File: src/wpls_pkg.sv
// Shared types, codes and constants of the winch position limit supervisor.
// No dependencies; imported by every module of the block.
package wpls_pkg;

	// Field widths
	localparam int unsigned POS_W     = 14;
	localparam int unsigned LIMMAX_W  = 13;
	localparam int unsigned SPEED_W   = 9;
	localparam int unsigned DEB_W     = 10;
	localparam int unsigned CMD_W     = 3;
	localparam int unsigned CFG_IDX_W = 8;
	localparam int unsigned CFG_W     = 14;

	// Fixed limits
	localparam logic [SPEED_W-1:0]  SPEED_FULL     = SPEED_W'(400);
	localparam logic [POS_W-1:0]    POS_MAX        = {POS_W{1'b1}};
	localparam logic [DEB_W-1:0]    TIMER_MAX      = {DEB_W{1'b1}};
	localparam logic [LIMMAX_W-1:0] POS_LIMIT_MAX  = LIMMAX_W'(4096);

	// Register reset values
	localparam logic [DEB_W-1:0]    TOP_DEB_RESET   = DEB_W'(150);
	localparam logic [DEB_W-1:0]    SLACK_DEB_RESET = DEB_W'(350);
	localparam logic [POS_W-1:0]    MIN_POS_RESET   = POS_W'(1);
	localparam logic [LIMMAX_W-1:0] MAX_POS_RESET   = POS_LIMIT_MAX;

	// Configuration register indexes
	localparam logic [CFG_IDX_W-1:0] CFG_TOP_DEB   = CFG_IDX_W'(0);
	localparam logic [CFG_IDX_W-1:0] CFG_SLACK_DEB = CFG_IDX_W'(1);
	localparam logic [CFG_IDX_W-1:0] CFG_MIN_POS   = CFG_IDX_W'(2);
	localparam logic [CFG_IDX_W-1:0] CFG_MAX_POS   = CFG_IDX_W'(3);

	typedef enum logic [CMD_W-1:0] {
		CMD_TICK    = 3'd0,
		CMD_ENCODER = 3'd1,
		CMD_SET_DIR = 3'd2,
		CMD_SET_TGT = 3'd3,
		CMD_SET_POS = 3'd4,
		CMD_SET_SPD = 3'd5,
		CMD_GO_TGT  = 3'd6
	} cmd_t;

	typedef enum logic [2:0] {
		M_UP        = 3'd0,
		M_DOWN      = 3'd1,
		M_TO_TARGET = 3'd2,
		M_AT_TARGET = 3'd3,
		M_TOP       = 3'd4,
		M_SLACK     = 3'd5,
		M_MIN       = 3'd6,
		M_MAX       = 3'd7
	} mode_t;

	// Debouncer report towards the supervisor logic
	typedef struct packed {
		logic taken;   // a new stable level is taken on this tick
		logic level;   // the level that is taken
	} dbn_status_t;

	// Travel mode that matches a direction
	function automatic mode_t dir_mode(input logic up);
		return up ? M_UP : M_DOWN;
	endfunction

	// Constrain to [min,max]; when min > max, a value below min gets min, any other gets max
	function automatic logic [POS_W-1:0] clamp_pos(
		input logic [POS_W-1:0]    v,
		input logic [POS_W-1:0]    lo,
		input logic [LIMMAX_W-1:0] hi
	);
		logic [POS_W-1:0] hi_ext;
		hi_ext = POS_W'(hi);
		if (v < lo) begin
			return lo;
		end else if (v > hi_ext) begin
			return hi_ext;
		end
		return v;
	endfunction

endpackage

File: src/wpls_debounce.sv
// Debouncer for one end-stop sensor, stepped once per millisecond tick.
// Depends on wpls_pkg for widths and the status struct.
module wpls_debounce #(
	parameter bit RESET_LEVEL = 1'b0
) (
	input  logic                       clk,
	input  logic                       arst_n,
	input  logic                       en,
	input  logic                       raw,
	input  logic [wpls_pkg::DEB_W-1:0] delay,
	output wpls_pkg::dbn_status_t      status
);
	import wpls_pkg::*;

	logic             last_q;
	logic             stable_q;
	logic [DEB_W-1:0] timer_q;
	logic [DEB_W-1:0] timer_d;

	// Restart on a level change, otherwise count up and saturate
	always_comb begin
		if (raw != last_q) begin
			timer_d = '0;
		end else if (timer_q != TIMER_MAX) begin
			timer_d = timer_q + DEB_W'(1);
		end else begin
			timer_d = timer_q;
		end
	end

	assign status.taken = (timer_d > delay) && (raw != stable_q);
	assign status.level = raw;

	// Advance only on an accepted tick
	always_ff @(posedge clk or negedge arst_n) begin
		if (!arst_n) begin
			last_q   <= RESET_LEVEL;
			stable_q <= RESET_LEVEL;
			timer_q  <= '0;
		end else if (en) begin
			last_q  <= raw;
			timer_q <= timer_d;
			if (status.taken) begin
				stable_q <= raw;
			end
		end
	end

endmodule

File: src/winch_position_limit_supervisor.sv
// Winch position limit supervisor: top level with input stage, state and result register.
// Depends on wpls_pkg and wpls_debounce.
//
// Usage:
//   Input words (cmd, top_sensor, slack_sensor, value) enter on in_valid while
//   in_stall is low. Each word produces exactly one result word (mode,
//   mode_changed, drive_speed, moving_up, position) on out_valid, taken when
//   out_stall is low. Configuration registers are written over cfg_valid /
//   cfg_ready with cfg_index and cfg_data; cfg_ready is always high and a write
//   to an index beyond the register list is dropped. Write configuration only
//   while no word is in flight.
//   Path: a word taken into the input register loads the result register as soon
//   as the result register is free or its word is being taken.
//   Throughput: one word per cycle while out_stall is low. The input register feeds
//   one pass of compare and update logic on the supervisor state, which loads the
//   result register; nothing iterates.
//   Stall: while a result waits on out_stall, one more word is taken into the
//   input register; in_stall rises only when both registers are full.
//   Reset: arst_n clears all handshake and supervisor state to its reset
//   values at once; the block is ready as soon as reset is released.
module winch_position_limit_supervisor (
	input  logic                           clk,
	input  logic                           arst_n,
	// input channel
	input  logic                           in_valid,
	output logic                           in_stall,
	input  logic [wpls_pkg::CMD_W-1:0]     cmd,
	input  logic                           top_sensor,
	input  logic                           slack_sensor,
	input  logic [wpls_pkg::POS_W-1:0]     value,
	// result channel
	output logic                           out_valid,
	input  logic                           out_stall,
	output logic [2:0]                     mode,
	output logic                           mode_changed,
	output logic [wpls_pkg::SPEED_W-1:0]   drive_speed,
	output logic                           moving_up,
	output logic [wpls_pkg::POS_W-1:0]     position,
	// configuration channel
	input  logic                           cfg_valid,
	output logic                           cfg_ready,
	input  logic [wpls_pkg::CFG_IDX_W-1:0] cfg_index,
	input  logic [wpls_pkg::CFG_W-1:0]     cfg_data
);
	import wpls_pkg::*;

	// Configuration registers
	logic [DEB_W-1:0]    top_deb_q;
	logic [DEB_W-1:0]    slack_deb_q;
	logic [POS_W-1:0]    min_pos_q;
	logic [LIMMAX_W-1:0] max_pos_q;

	// Input stage
	logic             vld_s1;
	cmd_t             cmd_s1;
	logic             top_s1;
	logic             slack_s1;
	logic [POS_W-1:0] value_s1;

	// Supervisor state
	mode_t            mode_q;
	logic [SPEED_W-1:0] speed_q;
	logic [POS_W-1:0] pos_q;
	logic [POS_W-1:0] tgt_q;
	logic             dir_q;

	// Result register
	logic             out_valid_q;
	mode_t            res_mode_q;
	logic             res_changed_q;
	logic [SPEED_W-1:0] res_speed_q;
	logic             res_dir_q;
	logic [POS_W-1:0] res_pos_q;

	// Next state
	mode_t            mode_d;
	logic [SPEED_W-1:0] speed_d;
	logic [POS_W-1:0] pos_d;
	logic [POS_W-1:0] tgt_d;
	logic             dir_d;
	logic             notice_d;
	logic [POS_W-1:0] home_pos;
	logic [POS_W-1:0] value_clamped;
	logic [LIMMAX_W-1:0] cfg_max_v;

	logic             advance;
	logic             tick_en;
	dbn_status_t      top_st;
	dbn_status_t      slack_st;

	// Handshake: input register moves on when the result register is free
	assign advance   = vld_s1 && (!out_valid_q || !out_stall);
	assign in_stall  = vld_s1 && out_valid_q && out_stall;
	assign tick_en   = advance && (cmd_s1 == CMD_TICK);
	assign cfg_ready = 1'b1;

	// Configuration writes
	assign cfg_max_v = cfg_data[LIMMAX_W-1:0];

	always_ff @(posedge clk or negedge arst_n) begin
		if (!arst_n) begin
			top_deb_q   <= TOP_DEB_RESET;
			slack_deb_q <= SLACK_DEB_RESET;
			min_pos_q   <= MIN_POS_RESET;
			max_pos_q   <= MAX_POS_RESET;
		end else if (cfg_valid && cfg_ready) begin
			case (cfg_index)
				CFG_TOP_DEB:   top_deb_q   <= cfg_data[DEB_W-1:0];
				CFG_SLACK_DEB: slack_deb_q <= cfg_data[DEB_W-1:0];
				CFG_MIN_POS:   min_pos_q   <= (cfg_data == '0) ? POS_W'(1) : cfg_data;
				CFG_MAX_POS:   max_pos_q   <= (cfg_max_v > POS_LIMIT_MAX) ? POS_LIMIT_MAX
				                                                        : cfg_max_v;
				default: ;
			endcase
		end
	end

	// Input stage control
	always_ff @(posedge clk or negedge arst_n) begin
		if (!arst_n) begin
			vld_s1 <= 1'b0;
		end else if (!in_stall) begin
			vld_s1 <= in_valid;
		end
	end

	// Input stage payload
	always_ff @(posedge clk) begin
		if (!in_stall && in_valid) begin
			cmd_s1   <= cmd_t'(cmd);
			top_s1   <= top_sensor;
			slack_s1 <= slack_sensor;
			value_s1 <= value;
		end
	end

	// Sensor debouncers
	wpls_debounce #(.RESET_LEVEL(1'b1)) u_top_dbn (
		.clk    (clk),
		.arst_n (arst_n),
		.en     (tick_en),
		.raw    (top_s1),
		.delay  (top_deb_q),
		.status (top_st)
	);

	wpls_debounce #(.RESET_LEVEL(1'b0)) u_slack_dbn (
		.clk    (clk),
		.arst_n (arst_n),
		.en     (tick_en),
		.raw    (slack_s1),
		.delay  (slack_deb_q),
		.status (slack_st)
	);

	assign home_pos      = clamp_pos(POS_W'(1), min_pos_q, max_pos_q);
	assign value_clamped = clamp_pos(value_s1, min_pos_q, max_pos_q);

	// Next-state logic for one word
	always_comb begin
		mode_d   = mode_q;
		speed_d  = speed_q;
		pos_d    = pos_q;
		tgt_d    = tgt_q;
		dir_d    = dir_q;
		notice_d = 1'b0;
		case (cmd_s1)
			CMD_TICK: begin
				// top sensor: in stops and homes, out returns to travel
				if (top_st.taken) begin
					if (!top_st.level) begin
						speed_d  = '0;
						mode_d   = M_TOP;
						pos_d    = home_pos;
						notice_d = 1'b1;
					end else if (mode_d != dir_mode(dir_d)) begin
						mode_d   = dir_mode(dir_d);
						notice_d = 1'b1;
					end
				end
				// slack sensor: slack stops, release returns to travel
				if (slack_st.taken) begin
					if (!slack_st.level) begin
						if (mode_d != dir_mode(dir_d)) begin
							mode_d   = dir_mode(dir_d);
							notice_d = 1'b1;
						end
					end else begin
						speed_d  = '0;
						mode_d   = M_SLACK;
						notice_d = 1'b1;
					end
				end
				// position limits and target stop
				if (!(mode_d inside {M_TOP, M_SLACK})) begin
					if (pos_d < min_pos_q) begin
						if (mode_d != M_MIN) begin
							speed_d  = '0;
							mode_d   = M_MIN;
							notice_d = 1'b1;
						end
					end else if (pos_d > POS_W'(max_pos_q)) begin
						if (mode_d != M_MAX) begin
							speed_d  = '0;
							mode_d   = M_MAX;
							notice_d = 1'b1;
						end
					end else if ((tgt_d != '0) &&
					             (dir_d ? (pos_d < tgt_d) : (pos_d > tgt_d))) begin
						if (mode_d != M_AT_TARGET) begin
							speed_d  = '0;
							tgt_d    = '0;
							mode_d   = M_AT_TARGET;
							notice_d = 1'b1;
						end
					end else if (mode_d != M_TO_TARGET && mode_d != dir_mode(dir_d)) begin
						mode_d   = dir_mode(dir_d);
						notice_d = 1'b1;
					end
				end
			end
			CMD_ENCODER: begin
				// count down the rope when raising, up when lowering
				if (dir_q) begin
					if (pos_q != '0) begin
						pos_d = pos_q - POS_W'(1);
					end
				end else if (pos_q != POS_MAX) begin
					pos_d = pos_q + POS_W'(1);
				end
			end
			CMD_SET_DIR: begin
				if (value_s1[0] != dir_q) begin
					dir_d = value_s1[0];
					if (mode_q != dir_mode(value_s1[0])) begin
						mode_d   = dir_mode(value_s1[0]);
						notice_d = 1'b1;
					end
				end
			end
			CMD_SET_TGT: begin
				// reverse when the target lies behind the current direction
				if (value_s1 == '0) begin
					tgt_d = '0;
				end else begin
					tgt_d = value_clamped;
					if ((!dir_q && (pos_q > value_clamped)) ||
					    (dir_q && (pos_q < value_clamped))) begin
						dir_d = !dir_q;
						if (mode_q != dir_mode(!dir_q)) begin
							mode_d   = dir_mode(!dir_q);
							notice_d = 1'b1;
						end
					end
				end
			end
			CMD_SET_POS: begin
				pos_d = value_clamped;
			end
			CMD_SET_SPD: begin
				// drop a new nonzero speed while the travel direction is blocked
				if (value_s1 == '0) begin
					speed_d = '0;
				end else if (!(((mode_q inside {M_TOP, M_MIN}) && dir_q) ||
				               ((mode_q inside {M_SLACK, M_MAX}) && !dir_q))) begin
					speed_d = (value_s1 > POS_W'(SPEED_FULL)) ? SPEED_FULL
					                                          : value_s1[SPEED_W-1:0];
				end
			end
			CMD_GO_TGT: begin
				if (value_s1 != '0) begin
					if (tgt_q != '0) begin
						mode_d   = M_TO_TARGET;
						notice_d = 1'b1;
					end
				end else if (mode_q != dir_mode(dir_q)) begin
					mode_d   = dir_mode(dir_q);
					notice_d = 1'b1;
				end
			end
			default: ;
		endcase
	end

	// Supervisor state update
	always_ff @(posedge clk or negedge arst_n) begin
		if (!arst_n) begin
			mode_q  <= M_DOWN;
			speed_q <= '0;
			pos_q   <= POS_W'(1);
			tgt_q   <= '0;
			dir_q   <= 1'b0;
		end else if (advance) begin
			mode_q  <= mode_d;
			speed_q <= speed_d;
			pos_q   <= pos_d;
			tgt_q   <= tgt_d;
			dir_q   <= dir_d;
		end
	end

	// Result register control
	always_ff @(posedge clk or negedge arst_n) begin
		if (!arst_n) begin
			out_valid_q <= 1'b0;
		end else if (advance) begin
			out_valid_q <= 1'b1;
		end else if (!out_stall) begin
			out_valid_q <= 1'b0;
		end
	end

	// Result register payload
	always_ff @(posedge clk) begin
		if (advance) begin
			res_mode_q    <= mode_d;
			res_changed_q <= notice_d;
			res_speed_q   <= speed_d;
			res_dir_q     <= dir_d;
			res_pos_q     <= pos_d;
		end
	end

	// Result outputs
	assign out_valid    = out_valid_q;
	assign mode         = res_mode_q;
	assign mode_changed = res_changed_q;
	assign drive_speed  = res_speed_q;
	assign moving_up    = res_dir_q;
	assign position     = res_pos_q;

endmodule

File: config.mk
export PLATFORM = sky130hd
export DESIGN_NAME = winch_position_limit_supervisor
export DESIGN_NICKNAME = d
export VERILOG_FILES = /design/src/wpls_pkg.sv /design/src/wpls_debounce.sv /design/src/winch_position_limit_supervisor.sv
export SDC_FILE = /design/constraint.sdc
export NUM_CORES = 1
export LEC_CHECK = 0
export ABC_AREA = 0
export BUFFER_PORTS_ARGS = -buffer_cell sky130_fd_sc_hd__buf_2
export CORE_UTILIZATION = 25
export DETAILED_ROUTE_END_ITERATION = 8
export SYNTH_ARGS = -nofsm -noshare
export SYNTH_HDL_FRONTEND = slang
export SYNTH_SLANG_ARGS = --single-unit
File: constraint.sdc
create_clock -name clk -period 8.9 [get_ports clk]
set_clock_uncertainty 0.2 [all_clocks]
set_input_delay 0.89 -clock clk [delete_from_list [all_inputs] [get_ports clk]]
set_output_delay 0.89 -clock clk [all_outputs]
set_load 0.1 [all_outputs]
==> results of run 1 <==
==> cells in the final DEF, fill, tap and decap left out, types with 7 or more instances in the layout <==
cell / synthesis / routed
nand2b_1: 16 / 16
or3_1: 9 / 9
mux2_2: 59 / 59
nor3_1: 33 / 33
mux2i_1: 22 / 22
and3_1: 11 / 11
dfstp_2: 16 / 16
o31ai_1: 18 / 18
a31oi_1: 10 / 10
o2bb2ai_1: 16 / 16
nand2_1: 102 / 102
a21oi_1: 56 / 56
ha_1: 106 / 106
o21a_1: 10 / 10
o211ai_1: 12 / 12
edfxtp_1: 47 / 47
a22o_1: 27 / 27
clkbuf_16: 0 / 18
nand4_1: 30 / 30
xnor2_1: 12 / 12
o21ai_0: 65 / 65
inv_1: 73 / 73
dfrtp_1: 98 / 98
nor2b_1: 12 / 12
xor2_1: 14 / 14
nand3_1: 35 / 35
a21boi_0: 7 / 7
buf_2: 4 / 74
nor4_1: 17 / 17
a21o_1: 17 / 17
nor2_1: 80 / 80
buf_4: 2 / 11
a211oi_1: 14 / 14
==> final cells by class <==
class | instances | area [um^2] | area share [%]
Sequential cell | 161 | 4280 | 33.4
Tap cell | 592 | 741 | 5.78
Inverter | 74 | 278 | 2.17
Timing Repair Buffer | 85 | 453 | 3.54
Clock buffer | 18 | 450 | 3.52
Multi-Input combinational cell | 895 | 6450 | 50.4
Clock inverter | 14 | 154 | 1.20
==> path summary, 6_finish.rpt <==
check	from	to	slack (ns)	cells after the start
max	u_top_dbn.timer_q[0]$_DFFE_PN0P_	tgt_q[0]$_DFFE_PN0P_	1.96	26
max in group asynchronous	arst_n	pos_q[10]$_DFFE_PN0P_	6.93	2
max reg2reg	u_top_dbn.timer_q[0]$_DFFE_PN0P_	tgt_q[0]$_DFFE_PN0P_	1.96	26
min in group clk	vld_s1$_DFFE_PN0N_	out_valid$_DFFE_PN0P_	0.29	1
min reg2reg	vld_s1$_DFFE_PN0N_	out_valid$_DFFE_PN0P_	0.29	1
min	arst_n	top_deb_q[6]$_DFFE_PN0P_	0.25	1
==> layer usage <==
layer  track usage (%)  wire, um  up-vias
li1                  -         -     4499
met1              21.8     16400     4621
met2              23.5     15200      330
met3              2.33      2020       35
met4              4.95       638        0
met5                 0         0        -
==> sequential cells by signal, indices dropped and copies added (netlist names), 3 cells and up <==
name                 count
cmd_s1                   3
pos_q                   14
position                14
u_top_dbn.timer_q       10
tgt_q                   14
max_pos_q               13
u_slack_dbn.timer_q     10
value_s1                14
mode                     3
mode_q                   3
top_deb_q               10
speed_q                  9
min_pos_q               14
drive_speed              9
slack_deb_q             10
==> kinds of logic after synthesis <==
family	Yosys count	synth area share, %
adders and majority gates	106	11.8
and+or+nand+nor	372	16.2
xor gates and xnor gates	26	2.03
AOI/OAI and AO/OA	309	19.5
other	1	0.0334
muxes	81	7.88
buffers and inverters	124	4.33
DFF	161	38.2
==> power groups by stage <==
stage | sequential (mW) | combinational [mW] | clock, mW
3_5_place_dp | 1.01 | 0.925 | 0
6_report | 0.997 | 0.940 | 0.754
3_3_place_gp | 1.01 | 0.912 | 0
2_1_floorplan | 1.06 | 0.614 | 0
4_1_cts | 0.995 | 0.931 | 0.777
5_1_grt | 1.01 | 1.05 | 0.803
==> impl_metrics.csv, run 1 <==
group,metric,value,unit
global_routing,grt_util_all_layers,15.3,%
final_layout,fin_cells,1839,
route,via_count,9485,
clock_tree,clk_pin_slew,0.08,ns
route,drt.antenna.violating_nets,0,
final_layout,fin_nets,1386,
synthesis,yosysTopAreaCell,"dfrtp_1",
synthesis,ys.flop_type,"dfrtp_1",
global_routing,grt_pass1_vias,9169,
run,maxCapViolCount,0,
synthesis,synth_most_common_cell,"ha_1",
route,avgViaCountPerCell,5.16,
timing,finalCritPeriodShare,78.0,%
timing,hold_viol_final,0,
synthesis,synth_top_area_share,21.9,%
status,status,"completed",
critical_path,critical_path_buf_inv_count,1,
timing,period_minus_slack,6.94,ns
power_and_ir_drop,power,2.69,mW
final_layout,fillCellCount,4624,
synthesis,syn_avg_cell_area,9.51,um^2
power_and_ir_drop,intPower,1.58,mW
floorplanning,die_h,214,um
clock_tree,cts_max_level,4,
critical_path,end_kind,"register",
synthesis,ys_seq_area_share,38.2,%
timing,grt_setup_unrepaired,"false",
route,totalWireLength,34300,um
power_and_ir_drop,power_density,210,nW/um^2
critical_path,path_max_fanout,21,
global_routing,grt_pass1_wl,52900,um
clock_tree,cts_setup_buffers,0,
route,wl_per_cell,18.6,um
synthesis,synthDistinctLibCells,83,
power_and_ir_drop,combPwrFrac,34.9,%
timing,fmax,144,MHz
placed_design,dpl_cell_area,12200,um^2
global_routing,antenna_found_initial,0,
timing,timing.final.ws_setup,1.96,ns
critical_path,slowest_stage,"a2111oi_4",
route,drt_pre_antenna_iters,5,
synthesis,yosysWarnings,0,
power_and_ir_drop,p_seq_share,37.1,%
power_and_ir_drop,ir_drop,0.146,mV
power_and_ir_drop,p_leak,5.29,nW
critical_path,cp-start-kind,"register",
timing,max_slew.worst_pin.slew,1.17,ns
floorplanning,start_util,25.4,%
timing,setup_viol,0,
floorplanning,rows,77,
synthesis,syn-cell-area,11200,um^2
critical_path,critical_path.max_stage_delay,0.57,ns
clock_tree,cts_tree,"done",
synthesis,yosys-top-cells-count,"ha_1, nand2_1, dfrtp_1",
floorplanning,die_w,214,um
clock_tree,cts.repair.resized,0,
final_layout,syn_to_final_growth,14.2,%
clock_tree,clk_path_buf_depth,2,
global_routing,grt_max_degree,65,
route,drtIter0Drc,885,
final_layout,post-route-util,29.0,%
timing,fin_tns_setup,0,ns
synthesis,yosys-top-cells-area,"dfrtp_1, edfxtp_1, ha_1, mux2_2, dfstp_2",
synthesis,syn_nets,1332,
floorplanning,core,44200,um^2
placed_design,routabilityCongestion,0.971,
clock_tree,cts_buffers,17,
synthesis,netlist_instances,1180,
power_and_ir_drop,clkPwrFrac,28.0,%
power_and_ir_drop,switching_share,41.2,%
timing,fin_hold_ws,0.245,ns
hold_path,min_path_type,"in2async",
global_routing,gr-total-overflow,0,
power_and_ir_drop,p_switching,1.11,mW
final_layout,drive_gt1_share,16.6,%
floorplanning,die-area,45700,um^2
clock_tree,root_buffer,"clkbuf_16",
critical_path,worstPathRequired,9.04,ns
placed_design,place_ws,2.07,ns
synthesis,synth-edff-count,47,
placed_design,dp.final_hpwl,26600,um
clock_tree,clock_latency,0.46,ns
synthesis,synthArstFlopShare,70.8,%
synthesis,ys_ff_latch,161,
timing,slew_headroom,21.8,%
critical_path,critPathArrivalTime,7.08,ns
critical_path,cp_top_family,"compound AO/OA/AOI/OAI gates",
timing,maxSlewViolCount,0,
critical_path,crit_type,"reg2reg",
final_layout,n_antenna_cell,0,
clock_tree,cts_hold_buf,0,
final_layout,postLayoutCellArea,12800,um^2
floorplanning,ios,77,
clock_tree,clock_sinks,161,
placed_design,port_buffers,75,
placed_design,dp_cells,1807,
route,drcViolationCount,0,
(Power assumes the default switching activity.)
==> inputs of run 2 (changes only) <==
Settings changed: ABC_AREA 0 to 1.
Clock period 8.9 ns to 6.2 ns, I/O delays scaled along.
==> run 2 against run 1 <==
Critical endpoint is now tgt_q[10]$_DFFE_PN0P_. Final cell count up 22%. Combinational power up 130%. Worst hold slack worse by 0.25 ns. Cell area up 3.4%. Clock power up 45%. Largest cell class unchanged. Critical path depth up 4. Utilization about the same. Area after synthesis up 3.8%. Sequential power up 49%. Die area up 3.8%.
==> impl_metrics.csv, run 2 <==
group,metric,value,unit
synthesis,synth_compound_area_share,16.6,%
global_routing,gr-total-overflow,0,
hold_path,min_path_type,"in2async",
placed_design,port_buffers,75,
floorplanning,rows,78,
clock_tree,cts_setup_buffers,0,
final_layout,drive_gt1_share,10.4,%
clock_tree,clock_sinks,161,
synthesis,synth_fa_ha_area_share,11.4,%
critical_path,r2r_cells,30,
synthesis,yosysTopAreaCell,"dfrtp_1",
route,via_count,10800,
synthesis,synth-edff-count,47,
route,drt_pre_antenna_iters,5,
route,drt.antenna.violating_nets,0,
power_and_ir_drop,power_density,361,nW/um^2
placed_design,place_ws,0.503,ns
timing,setup_viol,0,
final_layout,layout_common_cells,"nand2_1, inv_1, o21ai_0",
global_routing,grt_pass1_wl,56300,um
synthesis,synthArstFlopShare,70.8,%
final_layout,syn_to_final_growth,13.7,%
timing,slew_headroom,23.8,%
route,wl_met2,15400,um
final_layout,final_common_cell,"nand2_1",
run,maxCapViolCount,0,
route,wl_met3,1830,um
clock_tree,clock_latency,0.45,ns
synthesis,synthXorXnorAreaFrac,1.20,%
power_and_ir_drop,power,4.78,mW
synthesis,yosys-top-cells-count,"nand2_1, inv_1, o21ai_0",
synthesis,ys.flop_type,"dfrtp_1",
synthesis,yosys-top-cells-area,"dfrtp_1, nand2_1, edfxtp_1, ha_1, inv_1",
floorplanning,ios,77,
synthesis,ys_seq_area_share,36.8,%
power_and_ir_drop,ir_drop,0.246,mV
final_layout,post-route-util,29.0,%
final_layout,fin_nets,1785,
clock_tree,cts_tree,"done",
timing,maxSlewViolCount,0,
critical_path,timing.rr.end,"tgt_q[10]$_DFFE_PN0P_",
route,totalWireLength,35000,um
final_layout,n_antenna_cell,0,
critical_path,slowest_stage,"dfrtp_1",
critical_path,crit_top_cell,"nand2_1",
global_routing,grt_util_all_layers,15.1,%
clock_tree,cts_buffers,17,
power_and_ir_drop,p_leak,6.12,nW
global_routing,grt_pass1_vias,10500,
route,drtIter0Drc,798,
timing,finalCritPeriodShare,89.2,%
timing,fmax,181,MHz
status,status,"completed",
critical_path,ff2ff_setup_slack,0.67,ns
synthesis,synth_most_common_cell,"nand2_1",
clock_tree,clk_path_buf_depth,2,
final_layout,postLayoutCellArea,13200,um^2
route,met1_length,17000,um
synthesis,netlist_instances,1576,
floorplanning,start_util,25.5,%
global_routing,antenna_found_initial,0,
synthesis,synth_mux_area_share,0,%
critical_path,end_kind,"register",
clock_tree,clk_pin_slew,0.07,ns
critical_path,crit_type,"reg2reg",
timing,grt_setup_unrepaired,"false",
placed_design,dpl_cell_area,12600,um^2
critical_path,critPathArrivalTime,5.68,ns
global_routing,grt_max_degree,67,
timing,fin_tns_setup,0,ns
clock_tree,cts.repair.resized,0,
floorplanning,die-area,47500,um^2
route,drcViolationCount,0,
critical_path,path_max_fanout,29,
timing,timing.final.ws_setup,0.668,ns
clock_tree,cts_max_level,4,
synthesis,yosysWarnings,0,
synthesis,syn_avg_cell_area,7.39,um^2
synthesis,ys_ff_latch,161,
critical_path,rr_startpoint,"u_top_dbn.timer_q[0]$_DFFE_PN0P_",
synthesis,synth_top_family_by_area,"simple AND/OR/NAND/NOR gates",
synthesis,syn-cell-area,11600,um^2
route,avgViaCountPerCell,4.82,
route,top_layer_used,"met4",
floorplanning,die_w,218,um
synthesis,syn_nets,1728,
timing,period_minus_slack,5.53,ns
placed_design,dp.final_hpwl,27400,um
route,wl_per_cell,15.6,um
critical_path,critical_path.max_stage_delay,0.42,ns
clock_tree,cts_hold_buf,0,
synthesis,synth-simple-area-share,25.2,%
timing,hold_viol_final,0,
clock_tree,root_buffer,"clkbuf_16",
critical_path,cp-start-kind,"register",
placed_design,routabilityCongestion,0.949,
floorplanning,core,45700,um^2
synthesis,synthDistinctLibCells,58,
final_layout,fillCellCount,4954,
floorplanning,die_h,218,um
synthesis,synth_top_area_share,21.1,%
timing,max_slew.worst_pin.slew,1.14,ns
critical_path,worstPathRequired,6.35,ns
==> run 2: cell types whose count changed after synthesis, sizes merged, moves of 22 or more <==
cell,delta
o21ai,+96
mux2i,-22
mux2,-59
nand3,+60
a22o,-24
inv,+142
nand2,+301
nor2,+47
a21oi,+28
==> run 2: kinds of logic (layout without fill, tap and decap cells) <==
family,Yosys count,after routing
xor+xnor,16,16
fa+ha+maj,106,106
other cells,1,1
simple gates,700,700
buf+inv,260,330
compound gates,332,332
flops,161,161
==> run 2: routing by layer <==
layer  global-route usage, %  vias to the layer above
li1                        -                     5363
met1                    20.9                     5109
met5                       0                        -
met4                    4.41                        0
met3                    2.87                       58
met2                    23.8                      304
==> run 2: worst max path at each step <==
stage	startpoint	endpoint	slack [ns]
finish	u_top_dbn.timer_q[0]$_DFFE_PN0P_	tgt_q[10]$_DFFE_PN0P_	0.67
global route	u_top_dbn.timer_q[0]$_DFFE_PN0P_	tgt_q[10]$_DFFE_PN0P_	0.007
CTS	u_top_dbn.timer_q[0]$_DFFE_PN0P_	tgt_q[10]$_DFFE_PN0P_	0.47
detailed placement	u_top_dbn.timer_q[0]$_DFFE_PN0P_	tgt_q[10]$_DFFE_PN0P_	0.50
global placement	u_top_dbn.timer_q[0]$_DFFE_PN0P_	tgt_q[9]$_DFFE_PN0P_	0.69
floorplan	u_top_dbn.timer_q[0]$_DFFE_PN0P_	drive_speed[1]$_DFFE_PP_	1.46
==> run 2: worst max-delay path: cells and delay by family, from the launching register on <==
kind / cells / cell delay [ns]
flops: 1 / 0.42
buf+inv: 2 / 0.21
simple gates: 18 / 2.41
compound gates: 7 / 1.44
fa+ha+maj: 3 / 0.74
==> run 2: power by group <==
group / internal [mW] / total (mW) / switching [mW]
Clock: 0.632 / 1.09 / 0.462
Sequential: 1.28 / 1.49 / 0.207
Combinational: 0.691 / 2.20 / 1.51
Total: 2.60 / 4.78 / 2.18
==> run 2: layout make-up <==
cell class | instances | area (um^2) | area share [%]
Clock inverter | 10 | 120 | 0.907
Inverter | 215 | 807 | 6.10
Clock buffer | 22 | 475 | 3.59
Timing Repair Buffer | 83 | 438 | 3.31
Tap cell | 600 | 751 | 5.67
Multi-Input combinational cell | 1155 | 6360 | 48.1
Sequential cell | 161 | 4280 | 32.4
==> run 2: metrics by stage <==
stage,std cells,hold WS [ns]
floorplan,1576,0.124
finish,2246,0.000178
global placement,2214,0.261
CTS,2246,0.0287
detailed placement,2214,0.274
global route,2246,0.0594
